<file path="src/rtl/lisp_pkg.sv">
package lisp_pkg;

  localparam int VALUE_W = 32;
  localparam int LEN_W   = 11;

  typedef struct packed {
    logic [VALUE_W-1:0] key;
    logic               last;
    logic               settled;
    logic               appended;
  } tok_t;

endpackage

</file>
<file path="src/rtl/lisp_cell.sv">
module lisp_cell import lisp_pkg::*; (
  input  logic clk,
  input  logic rst_n,
  input  logic adv,
  input  logic tok_vld_i,
  input  tok_t tok_i,
  output logic tok_vld_o,
  output tok_t tok_o
);

  logic [VALUE_W-1:0] tail_r, tail_nxt;
  logic               occ_r, occ_nxt;
  logic               tok_vld_r;
  tok_t               tok_r, tok_nxt;

  always_comb begin
    tail_nxt = tail_r;
    occ_nxt  = occ_r;
    tok_nxt  = tok_i;
    if (tok_vld_i && !tok_i.settled) begin
      if (!occ_r) begin
        tail_nxt         = tok_i.key;
        occ_nxt          = 1'b1;
        tok_nxt.settled  = 1'b1;
        tok_nxt.appended = 1'b1;
      end else if ($signed(tail_r) >= $signed(tok_i.key)) begin
        tail_nxt        = tok_i.key;
        tok_nxt.settled = 1'b1;
      end
    end
    // drop occupancy once the sequence's last transaction has passed
    if (tok_vld_i && tok_i.last) begin
      occ_nxt = 1'b0;
    end
  end

  always_ff @(posedge clk) begin
    if (!rst_n) begin
      occ_r     <= 1'b0;
      tok_vld_r <= 1'b0;
    end else if (adv) begin
      occ_r     <= occ_nxt;
      tok_vld_r <= tok_vld_i;
    end
  end

  always_ff @(posedge clk) begin
    if (adv) begin
      tail_r <= tail_nxt;
      tok_r  <= tok_nxt;
    end
  end

  assign tok_vld_o = tok_vld_r;
  assign tok_o     = tok_r;

endmodule

</file>
<file path="config.mk">
export PLATFORM = sky130hd
export DESIGN_NAME = lisp_cell
export DESIGN_NICKNAME = d
export VERILOG_FILES = /design/src/rtl/lisp_pkg.sv /design/src/rtl/lisp_cell.sv
export SDC_FILE = /design/constraint.sdc
export NUM_CORES = 1
export LEC_CHECK = 0
export ABC_CLOCK_PERIOD_IN_PS = 7880
export BUFFER_PORTS_ARGS = -buffer_cell sky130_fd_sc_hd__buf_4
export CAP_MARGIN = 20
export CORE_MARGIN = 2
export CORE_UTILIZATION = 57
export DETAILED_ROUTE_END_ITERATION = 16
export PLACE_DENSITY = 0.85
export SYNTH_ARGS = -nofsm -noshare
export SYNTH_HDL_FRONTEND = slang
export SYNTH_SLANG_ARGS = --single-unit
</file>
<file path="constraint.sdc">
create_clock -name clk -period 7.88 [get_ports clk]
set_input_delay 0.394 -clock clk [delete_from_list [all_inputs] [get_ports clk]]
set_output_delay 0.394 -clock clk [all_outputs]
set_load 0.005 [all_outputs]
</file>
### Word-level counts from Yosys, hierarchy flattened

Index checks and enable logic that the tools add are counted.

| storage, ports and cells | value |
|---|---|
| register bits | 69 |
| input port bits | 39 |
| output and inout port bits | 36 |
| logic and storage cells | 23 |

| cells by class | value |
|---|---|
| order comparisons | 1 |
| equal/unequal tests | 1 |
| mux-type cells | 8 |
| reductions and logical operators | 6 |

Operator list:

| cell | count |
|---|---|
| 32-bit 2-to-1 mux | 2 |
| 32-bit >= comparator | 1 |
| 1-bit 2-to-1 mux | 5 |
| 3-bit AND reduction | 1 |
| 1-bit logical AND | 2 |
| 2-bit 2-to-1 mux | 1 |
| 2-bit by 1-bit inequality test with 1-bit output, second input constant | 1 |
| 2-bit AND reduction | 1 |
| 2-bit nonzero test | 1 |
| 1-bit logical NOT | 1 |

### Logic depth before layout (Yosys ltp)

Gate-level depths: netlist of run 1.

| logic depth | value |
|---|---|
| word-level depth | 4 |
| mapped depth | 8 |
| mapped depth without buffers | 8 |

### Worst setup path before layout of run 1

No wires, ideal clock.

| timing | value |
|---|---|
| kind | input -> register |
| start | input port tok_i[26] (netlist bit) |
| end | register tail_r[0], enable pin |
| library setup time | 0.432 ns |
| data arrival time | 2.996 ns |
| required time | 7.448 ns |
| slack | 4.452 ns |
| stages | 8 |
| path buffers | 0 |
| cell sequence | inv_1 > ha_1 > nand4_1 > nor4_2 > nand3_1 > nand2_2 > o31ai_1 > a21oi_1 |

| on the way | value |
|---|---|
| longest elaborated chain between the ends | 3 |

RTL lines:

| what | line | source |
|---|---|---|
| start: declaration | lisp_cell.sv:6 | `input tok_t tok_i,` |
| 32-bit >= comparator | lisp_cell.sv:26 | `end else if ($signed(tail_r) >= $signed(tok_i.key)) begin` |
| 2-bit by 1-bit inequality test with 1-bit output (no source line) | n/a |  |
| 3-bit AND reduction (no source line) | n/a |  |
| end signal: assignment | lisp_cell.sv:49 | `tail_r <= tail_nxt;` |
| end: declaration | lisp_cell.sv:11 | `logic [VALUE_W-1:0] tail_r, tail_nxt;` |

No other way between the ends.
A chain may end at the register's enable or synchronous reset.

### Final worst setup path of run 1

| timing | value |
|---|---|
| start | register tail_r[23] |
| end | register tail_r[31], enable pin |

| on the way | value |
|---|---|
| longest elaborated chain between the ends | 3 |

RTL lines:

| what | line |
|---|---|
| 32-bit >= comparator | lisp_cell.sv:26 |
| 2-bit by 1-bit inequality test with 1-bit output (no source line) | n/a |
| 3-bit AND reduction (no source line) | n/a |

No other way between the ends.

==> flow_metrics.py, run 1 <==
metrics = {
    "status": {
        "status": "complete, no violations",
    },
    "critical_path": {
        "start_kind": "flip-flop",
        "path_max_fanout": 32,
        "r2r-start": "tail_r[23]",
        "cp_num_buf_inv": 0,
        "cp_cell_sequence": "ha_1, nand4_1, nor4_2, nand3_1, nand2_2, o31ai_1, a21oi_4",
        "rrSetupSlack_ns": 5.17,
        "reg2reg_to": "tail_r[31]",
        "r2r_cells": 7,
        "path_class": "reg2reg",
        "path_delay_family": "compound AO/OA/AOI/OAI gates",
        "cpMaxStageDelayCell": "a21oi_4",
        "end_kind": "flip-flop",
        "slowest_delay_ns": 0.81,
        "cp_data_arrival_time_ns": 2.67,
        "worstPathRequired_ns": 7.84,
        "setup.worst_path.end": "tail_r[31]",
        "cp-startpoint": "tail_r[23]",
        "cp.depth": 7,
    },
    "routing": {
        "drt-total-wl_mm": 5.29,
        "dr_total_vias": 1861,
        "wl_per_cell_um": 14.5,
        "viasPerCell": 5.10,
        "drtIter0Drc": 120,
        "dr.pass1.iters": 4,
        "route.detailed.drc": 0,
        "antenna_left": 0,
    },
    "yosys": {
        "synth_edf_count": 67,
        "ys_seq_area_frac": 0.690,
        "synth.net_count": 276,
        "yosys_warnings": 0,
        "synth-seq-cells": 69,
        "synth_cells": 205,
        "synthArstFlopShare": 0,
        "avgSynthCellArea_um2": 14.5,
        "ys.flop_type": "edfxtp_1",
        "synth_top_area_frac": 0.677,
        "synth_cell_types": 23,
        "netlist_top_cells_area": "edfxtp_1 (68%), ha_1 (13%), inv_1 (4.3%)",
        "synth_area_mm2": 0.00297,
        "synth.largest_area_cell": "edfxtp_1",
    },
    "cts": {
        "cts.path.max_buffers": 2,
        "cts-root-buf": "clkbuf_8",
        "postCtsSetupBuffers": 0,
        "cts.hold.buffers_added": 0,
        "cts.repair.resized": 0,
        "cts_tree": "built",
        "clk_pin_slew_ns": 0.07,
        "cts_buffers": 9,
        "cts.sinks": 69,
        "cts.htree.levels": 3,
        "insertion_delay_ns": 0.34,
    },
    "timing": {
        "finalWorstSetupSlack_ns": 5.17,
        "hold_viol": 0,
        "clock_skew_ns": 0.00828,
        "setup_viol": 0,
        "worst_pin_slew_ns": 1.04,
        "rsz0062_at_grt": "false",
        "slew-limit-headroom": 0.303,
        "fin_crit_sh": 0.344,
        "maxSlewViolCount": 0,
        "tns_ns": 0,
        "min_period_ns": 2.71,
        "max_freq_mhz": 369,
    },
    "finish": {
        "mostFrequentLayoutCells": "buf_4 (74), edfxtp_1 (67), inv_1 (34)",
        "insertedDiodeCount": 0,
        "n_fill_cell": 363,
        "final_common_cell": "buf_4",
        "drive_above_1_share": 0.305,
        "area.growth.synth_to_final_pct": 28.0,
        "utilization": 0.750,
        "fin_nets": 361,
    },
    "power": {
        "p_total_w": 0.000779,
        "peakVddDrop_mv": 0.176,
        "p_per_area_mw_per_mm2": 205,
        "p_leak_nw": 1.64,
    },
    "global_routing": {
        "grt_max_degree": 39,
        "grt_pass1_vias": 1971,
        "grt_usage": 0.204,
        "grt_pass1_wl_mm": 8.95,
        "grt-ovfl-total": 0,
        "grt_antenna_before_repair": 0,
    },
    "floorplanning": {
        "coreArea_mm2": 0.00507,
        "io-pin-count": 75,
        "die-area_mm2": 0.00581,
        "num_rows": 26,
        "start_util": 0.586,
        "die_w_um": 76.2,
        "die-height_um": 76.2,
    },
    "placed_design": {
        "numPortBuffers": 74,
        "place_congestion": 0.779,
        "hpwl_mm": 3.78,
        "dpl_worst_slack_ns": 4.97,
    },
    "min_path": {
        "worstHoldPathType": "in2reg",
    },
    "flow_run": {
        "cap_violations": 0,
    },
}
## final cells by class
type	instances	area, um^2	share of cell area
clock buffer	14	143	0.0375
clock inverter	2	35.0	0.00921
inverter	34	128	0.0335
multi-input combinational	102	805	0.211
sequential	69	2050	0.539
tap	70	87.6	0.0230
timing repair buffer	74	556	0.146
## synth_stat cells, drive strengths merged (2+ instances only)
cell	instances
nor4	2
nor2	7
inv	34
dfxtp	2
nand4	8
o21ai	7
nand2	12
nor3	4
a21oi	15
ha	32
nand3	4
nand2b	2
edfxtp	67
## worst min-delay path by stage
stage / endpoint / slack, ns / from / cells past startpoint
6_report: tail_r[12] / 0.25 / tok_i[15] / 1
5_1_grt: tail_r[27] / 0.23 / tok_i[30] / 1
4_1_cts: tail_r[27] / 0.23 / tok_i[30] / 1
3_5_place_dp: tok_vld_o / 0.51 / tok_vld_o / 2
3_3_place_gp: tok_vld_o / 0.47 / tok_vld_o / 2
2_1_floorplan: tok_vld_o / 0.47 / tok_vld_o / 2
## where the power goes
| group | switching [W] | total, W | internal [W] |
|---|---|---|---|
| Combinational | 0.0000392 | 0.0000814 | 0.0000423 |
| Clock | 0.000120 | 0.000267 | 0.000146 |
| Sequential | 0.00000573 | 0.000431 | 0.000425 |
| Total | 0.000165 | 0.000779 | 0.000614 |
## per-stage QoR
stage | hold slack, ns | cell area [um^2] | std cells
global route | 0.226 | 3800 | 365
CTS | 0.227 | 3800 | 365
global placement | 0.469 | 3630 | 349
finish | 0.246 | 3800 | 365
detailed placement | 0.511 | 3630 | 349
floorplan | 0.472 | 2970 | 205
## kinds of logic after synthesis
family          count (synthesis)  synth area share
flops                          69             0.690
simple gates                   41            0.0732
buf+inv                        34            0.0429
fa+ha+maj                      32             0.135
compound gates                 29            0.0589
## routing by layer
metal	wire length, um	GRT usage
met5	0	0
met4	119	0.0964
met3	315	0.0711
met2	2610	0.327
met1	2240	0.250
## state kept, by name, indices dropped and copies added (netlist names)
name	count
occ_r	1
tok_o	35
tok_vld_o	1
tail_r	32
(Power assumes the default switching activity.)
==> run 2, diff against run 1 <==
Settings changed: ABC_CLOCK_PERIOD_IN_PS 7880 to 2700, CORE_UTILIZATION 57 to 52, PLACE_DENSITY 0.85 to 0.78.
Clock period 7.88 ns to 2.7 ns, I/O delays scaled along.
==> flow_metrics.py, run 2 (synthesis results as in run 1) <==
metrics = {
    "floorplanning": {
        "die-area_mm2": 0.00634,
        "io-pin-count": 75,
        "coreArea_mm2": 0.00551,
        "die_w_um": 79.6,
        "num_rows": 27,
        "die-height_um": 79.6,
        "start_util": 0.540,
    },
    "power": {
        "swShare": 0.222,
        "p_per_area_mw_per_mm2": 542,
        "internal-power_w": 0.00176,
        "peakVddDrop_mv": 0.403,
        "seqPwrFrac": 0.557,
        "p_switching_w": 0.000500,
        "p_leak_nw": 1.79,
        "p_comb_frac": 0.127,
        "p_total_w": 0.00226,
        "clkPwrFrac": 0.316,
    },
    "cts": {
        "cts.path.max_buffers": 2,
        "postCtsSetupBuffers": 0,
        "clk_pin_slew_ns": 0.07,
        "cts-root-buf": "clkbuf_8",
        "cts.htree.levels": 3,
        "cts_buffers": 9,
        "insertion_delay_ns": 0.34,
        "cts_tree": "built",
        "cts.sinks": 69,
    },
    "timing": {
        "hold_slack_ns": 0.0369,
        "fin_crit_sh": 0.943,
        "min_period_ns": 2.55,
        "slew-limit-headroom": 0.561,
        "maxSlewViolCount": 0,
        "worst_pin_slew_ns": 0.653,
        "setup_viol": 0,
        "tns_ns": 0,
        "rsz0062_at_grt": "false",
        "clock_skew_ns": 0.00827,
        "hold_viol": 0,
        "max_freq_mhz": 393,
    },
    "finish": {
        "largest_reg_flops": 35,
        "drive_above_1_share": 0.287,
        "design_area_mm2": 0.00416,
        "final_common_cell": "buf_4",
        "insertedDiodeCount": 0,
        "n_fill_cell": 358,
        "mostFrequentLayoutCells": "buf_4 (76), edfxtp_1 (67), inv_1 (34)",
        "fin_nets": 397,
        "area.growth.synth_to_final_pct": 39.9,
    },
    "critical_path": {
        "path_class": "in2reg",
        "path_max_fanout": 16,
        "start_kind": "input pin",
        "cp_cell_sequence": "dlygate4sd3_1, buf_4, inv_1, ha_1, nand4_1, nor4_2, nand3_1, nand2_2, nor3_1, a21oi_4",
        "rrSetupSlack_ns": 0.25,
        "cp.depth": 10,
        "path_delay_family": "simple AND/OR/NAND/NOR gates",
        "end_kind": "flip-flop",
        "cpMaxStageDelayCell": "dlygate4sd3_1",
        "cp_data_arrival_time_ns": 2.51,
        "r2r_cells": 7,
        "slowest_delay_ns": 0.52,
        "worstPathRequired_ns": 2.67,
        "cp_num_buf_inv": 3,
    },
    "global_routing": {
        "grt_pass1_vias": 2094,
        "grt-ovfl-total": 0,
        "grt_antenna_before_repair": 0,
        "grt_max_degree": 38,
        "grt_pass1_wl_mm": 9.57,
        "grt_usage": 0.202,
    },
    "status": {
        "status": "complete, no violations",
    },
    "routing": {
        "route.met2.wl_mm": 2.97,
        "dr_total_vias": 2046,
        "drtIter0Drc": 213,
        "drt-total-wl_mm": 5.86,
        "route.detailed.drc": 0,
        "viasPerCell": 5.08,
        "top_layer_used": "met4",
        "wl_met3_um": 276,
        "antenna_left": 0,
        "dr.pass1.iters": 4,
        "met1_length_mm": 2.51,
        "wl_per_cell_um": 14.5,
    },
    "min_path": {
        "worstHoldPathType": "in2reg",
        "whs_path_depth": 2,
    },
    "placed_design": {
        "place_congestion": 0.761,
        "place_area_mm2": 0.00364,
        "numPortBuffers": 74,
        "hpwl_mm": 3.90,
    },
    "flow_run": {
        "cap_violations": 0,
    },
}
## run 2: cell count changes in the layout (fill, tap and decap cells not counted), sizes merged
cell / previous run / this run
clkinv: 1 / 2
a21oi: 15 / 16
buf: 74 / 76
dlygate4sd3: 0 / 33
bufinv: 1 / 0
## run 2: final cells by class
type                    count  area (um^2)  area share
multi-input cells         103          826       0.199
repair buffers            109          901       0.217
flip-flops and latches     69         2050       0.493
well taps                  72         90.1      0.0217
clock inverters             2         10.0     0.00241
inverters                  34          128      0.0307
clock buffers              14          153      0.0367
## run 2: path summary, 6_finish.rpt
check                  start         end
hold / removal         rst_n       occ_r
hold reg to reg    tok_vld_o   tok_vld_o
setup / recovery   tok_i[20]  tail_r[29]
setup reg to reg  tail_r[18]  tail_r[29]
## run 2: layer usage
layer	vias to the layer above	global-route usage
met5	-	0
met4	0	0.0914
met3	10	0.0441
met2	59	0.333
met1	978	0.258
li1	999	-
## run 2: worst reg2reg max path: stages (launching register included)
cell and delay [ns]:
edfxtp_1 0.38, ha_1 0.31, nand4_1 0.14, nor4_2 0.36
nand3_1 0.14, nand2_2 0.13, nor3_1 0.12, a21oi_4 0.52
## run 2: stage by stage
stage,util,cells,setup WS [ns]
after floorplan,-,205,0.0400
after global placement,0.662,353,0.0198
after detailed placement,0.662,353,-0.0594
after CTS,0.754,403,0.0165
after global routing,0.755,403,0.00773
final,0.755,403,0.155
## run 2: power groups by stage
stage / combinational [W] / clock [W] / sequential, W
2_1_floorplan: 0.0000801 / 0 / 0.00128
3_3_place_gp: 0.000236 / 0 / 0.00128
3_5_place_dp: 0.000244 / 0 / 0.00128
4_1_cts: 0.000286 / 0.000730 / 0.00126
5_1_grt: 0.000316 / 0.000768 / 0.00126
6_report: 0.000286 / 0.000713 / 0.00126
## run 2: what timing repair did
action	4_1_cts	5_1_grt
endpoints found under the setup margin	32	32
resized for setup	1	2
hold endpoints to repair	65	0
hold buffers	33	0
gates cloned	1	0
==> run 3, diff against run 2 <==
Settings changed: RECOVER_POWER from default to 50, SKIP_LAST_GASP from default to 1.
==> flow_metrics.py, run 3 (synthesis results as in run 1) <==
metrics = {
    "status": {
        "status": "finished with violations",
        "violations": "max-capacitance violations, max-slew violations",
    },
    "cts": {
        "postCtsSetupBuffers": 0,
        "cts_tree": "built",
        "cts.htree.levels": 3,
        "cts_buffers": 9,
        "cts.path.max_buffers": 2,
        "cts-root-buf": "clkbuf_8",
        "cts.sinks": 69,
        "clk_pin_slew_ns": 0.07,
        "insertion_delay_ns": 0.33,
    },
    "timing": {
        "min_period_ns": 2.56,
        "finalWorstSetupSlack_ns": 0.142,
        "max_freq_mhz": 391,
        "setup_viol": 0,
        "worst_pin_slew_ns": 2.00,
        "slew-limit-headroom": -0.334,
        "hold_viol": 0,
        "rsz0062_at_grt": "false",
        "maxSlewViolCount": 38,
        "tns_ns": 0,
        "fin_crit_sh": 0.947,
        "clock_skew_ns": 0.00689,
    },
    "finish": {
        "drive_above_1_share": 0.224,
        "area.growth.synth_to_final_pct": 37.2,
        "instances_no_fill": 403,
        "fin_nets": 397,
        "final_common_cell": "edfxtp_1",
        "utilization": 0.741,
        "insertedDiodeCount": 0,
        "largest_reg_flops": 35,
        "mostFrequentLayoutCells": "edfxtp_1 (67), buf_4 (55), inv_1 (34)",
    },
    "routing": {
        "antenna_left": 0,
        "viasPerCell": 5.05,
        "drtIter0Drc": 182,
        "route.detailed.drc": 0,
        "wl_per_cell_um": 14.4,
        "dr_total_vias": 2037,
        "drt-total-wl_mm": 5.81,
        "dr.pass1.iters": 4,
    },
    "critical_path": {
        "worstPathRequired_ns": 2.67,
        "r2r_cells": 7,
        "r2r-start": "tail_r[17]",
        "end_kind": "flip-flop",
        "reg2reg_to": "tail_r[29]",
        "path_max_fanout": 16,
        "path_class": "in2reg",
        "rrSetupSlack_ns": 0.24,
        "cp_data_arrival_time_ns": 2.52,
        "start_kind": "input pin",
    },
    "global_routing": {
        "grt_antenna_before_repair": 0,
        "grt_pass1_wl_mm": 9.57,
        "grt_max_degree": 38,
        "grt_pass1_vias": 2094,
        "grt-ovfl-total": 0,
        "grt_usage": 0.202,
    },
    "floorplanning": {
        "num_rows": 27,
        "coreArea_mm2": 0.00551,
        "start_util": 0.540,
        "die_w_um": 79.6,
        "die-area_mm2": 0.00634,
        "io-pin-count": 75,
        "die-height_um": 79.6,
    },
    "min_path": {
        "whs_path_depth": 2,
        "worstHoldStart": "rst_n",
        "hold_end": "occ_r",
        "worstHoldPathType": "in2reg",
    },
    "flow_run": {
        "cap_violations": 1,
    },
    "power": {
        "p_switching_w": 0.000497,
        "peakVddDrop_mv": 0.402,
        "swShare": 0.222,
        "seqPwrFrac": 0.561,
        "p_per_area_mw_per_mm2": 549,
        "p_leak_nw": 1.71,
        "internal-power_w": 0.00174,
        "clkPwrFrac": 0.317,
        "p_comb_frac": 0.122,
    },
    "placed_design": {
        "place_congestion": 0.761,
        "dpl_worst_slack_ns": -0.0594,
        "hpwl_mm": 3.90,
        "dp.cells": 353,
        "numPortBuffers": 74,
    },
}
==> run 3: critical path, cell delays in order <==
cell	delay [ns]
dlygate4sd3_1	0.52
clkbuf_1	0.14
inv_1	0.06
ha_1	0.30
nand4_1	0.12
nor4_2	0.33
nand3_1	0.14
nand2_2	0.13
nor3_1	0.12
a21oi_4	0.52
==> run 3: cell type report <==
cell class | instances | area, um^2
flip-flops and latches | 69 | 2050
repair buffers | 109 | 822
inverters | 34 | 128
well taps | 72 | 90.1
clock buffers | 14 | 153
multi-input cells | 103 | 826
clock inverters | 2 | 10.0
fillers | 377 | 1430
==> run 3: repair_timing <==
action	4_1_cts	5_1_grt
gates cloned	1	0
setup endpoints to repair	32	32
gates resized for setup	1	2
hold buffers	33	0
endpoints found under the hold margin	65	0
==> run 3: power by group through the flow <==
stage               Sequential (W)  Clock [W]  Combinational [W]
floorplan                  0.00128          0          0.0000801
global placement           0.00128          0           0.000236
detailed placement         0.00128          0           0.000244
CTS                        0.00126   0.000730           0.000286
global route               0.00126   0.000768           0.000303
finish                     0.00126   0.000711           0.000272
==> run 3: worst max-delay path by stage <==
stage                          start          to  slack (ns)  cells after the start
after global routing       tok_i[25]   tail_r[6]       0.004                     10
after CTS                  tok_i[17]   tail_r[6]        0.02                      9
final                      tok_i[25]  tail_r[29]        0.14                     10
after global placement    tail_r[19]   tail_r[3]        0.02                      7
after detailed placement  tail_r[18]   tail_r[3]       -0.06                      7
after floorplan           tail_r[14]   tail_r[0]        0.04                      6
==> run 3: layer usage <==
metal	share of wire	track usage	wire length [um]
met3	0.046	0.0441	266
met1	0.43	0.258	2480
met2	0.51	0.333	2950
met5	0	0	0
met4	0.018	0.0914	106
==> run 3: metrics by stage <==
step / instance area (um^2) / power, W / hold WS [ns]
final: 4080 / 0.00224 / 0.0354
after global routing: 4080 / 0.00233 / 0.0314
after CTS: 4150 / 0.00227 / 0.0231
after detailed placement: 3640 / 0.00152 / 0.331
after global placement: 3640 / 0.00151 / 0.332
after floorplan: 2980 / 0.00136 / 0.234
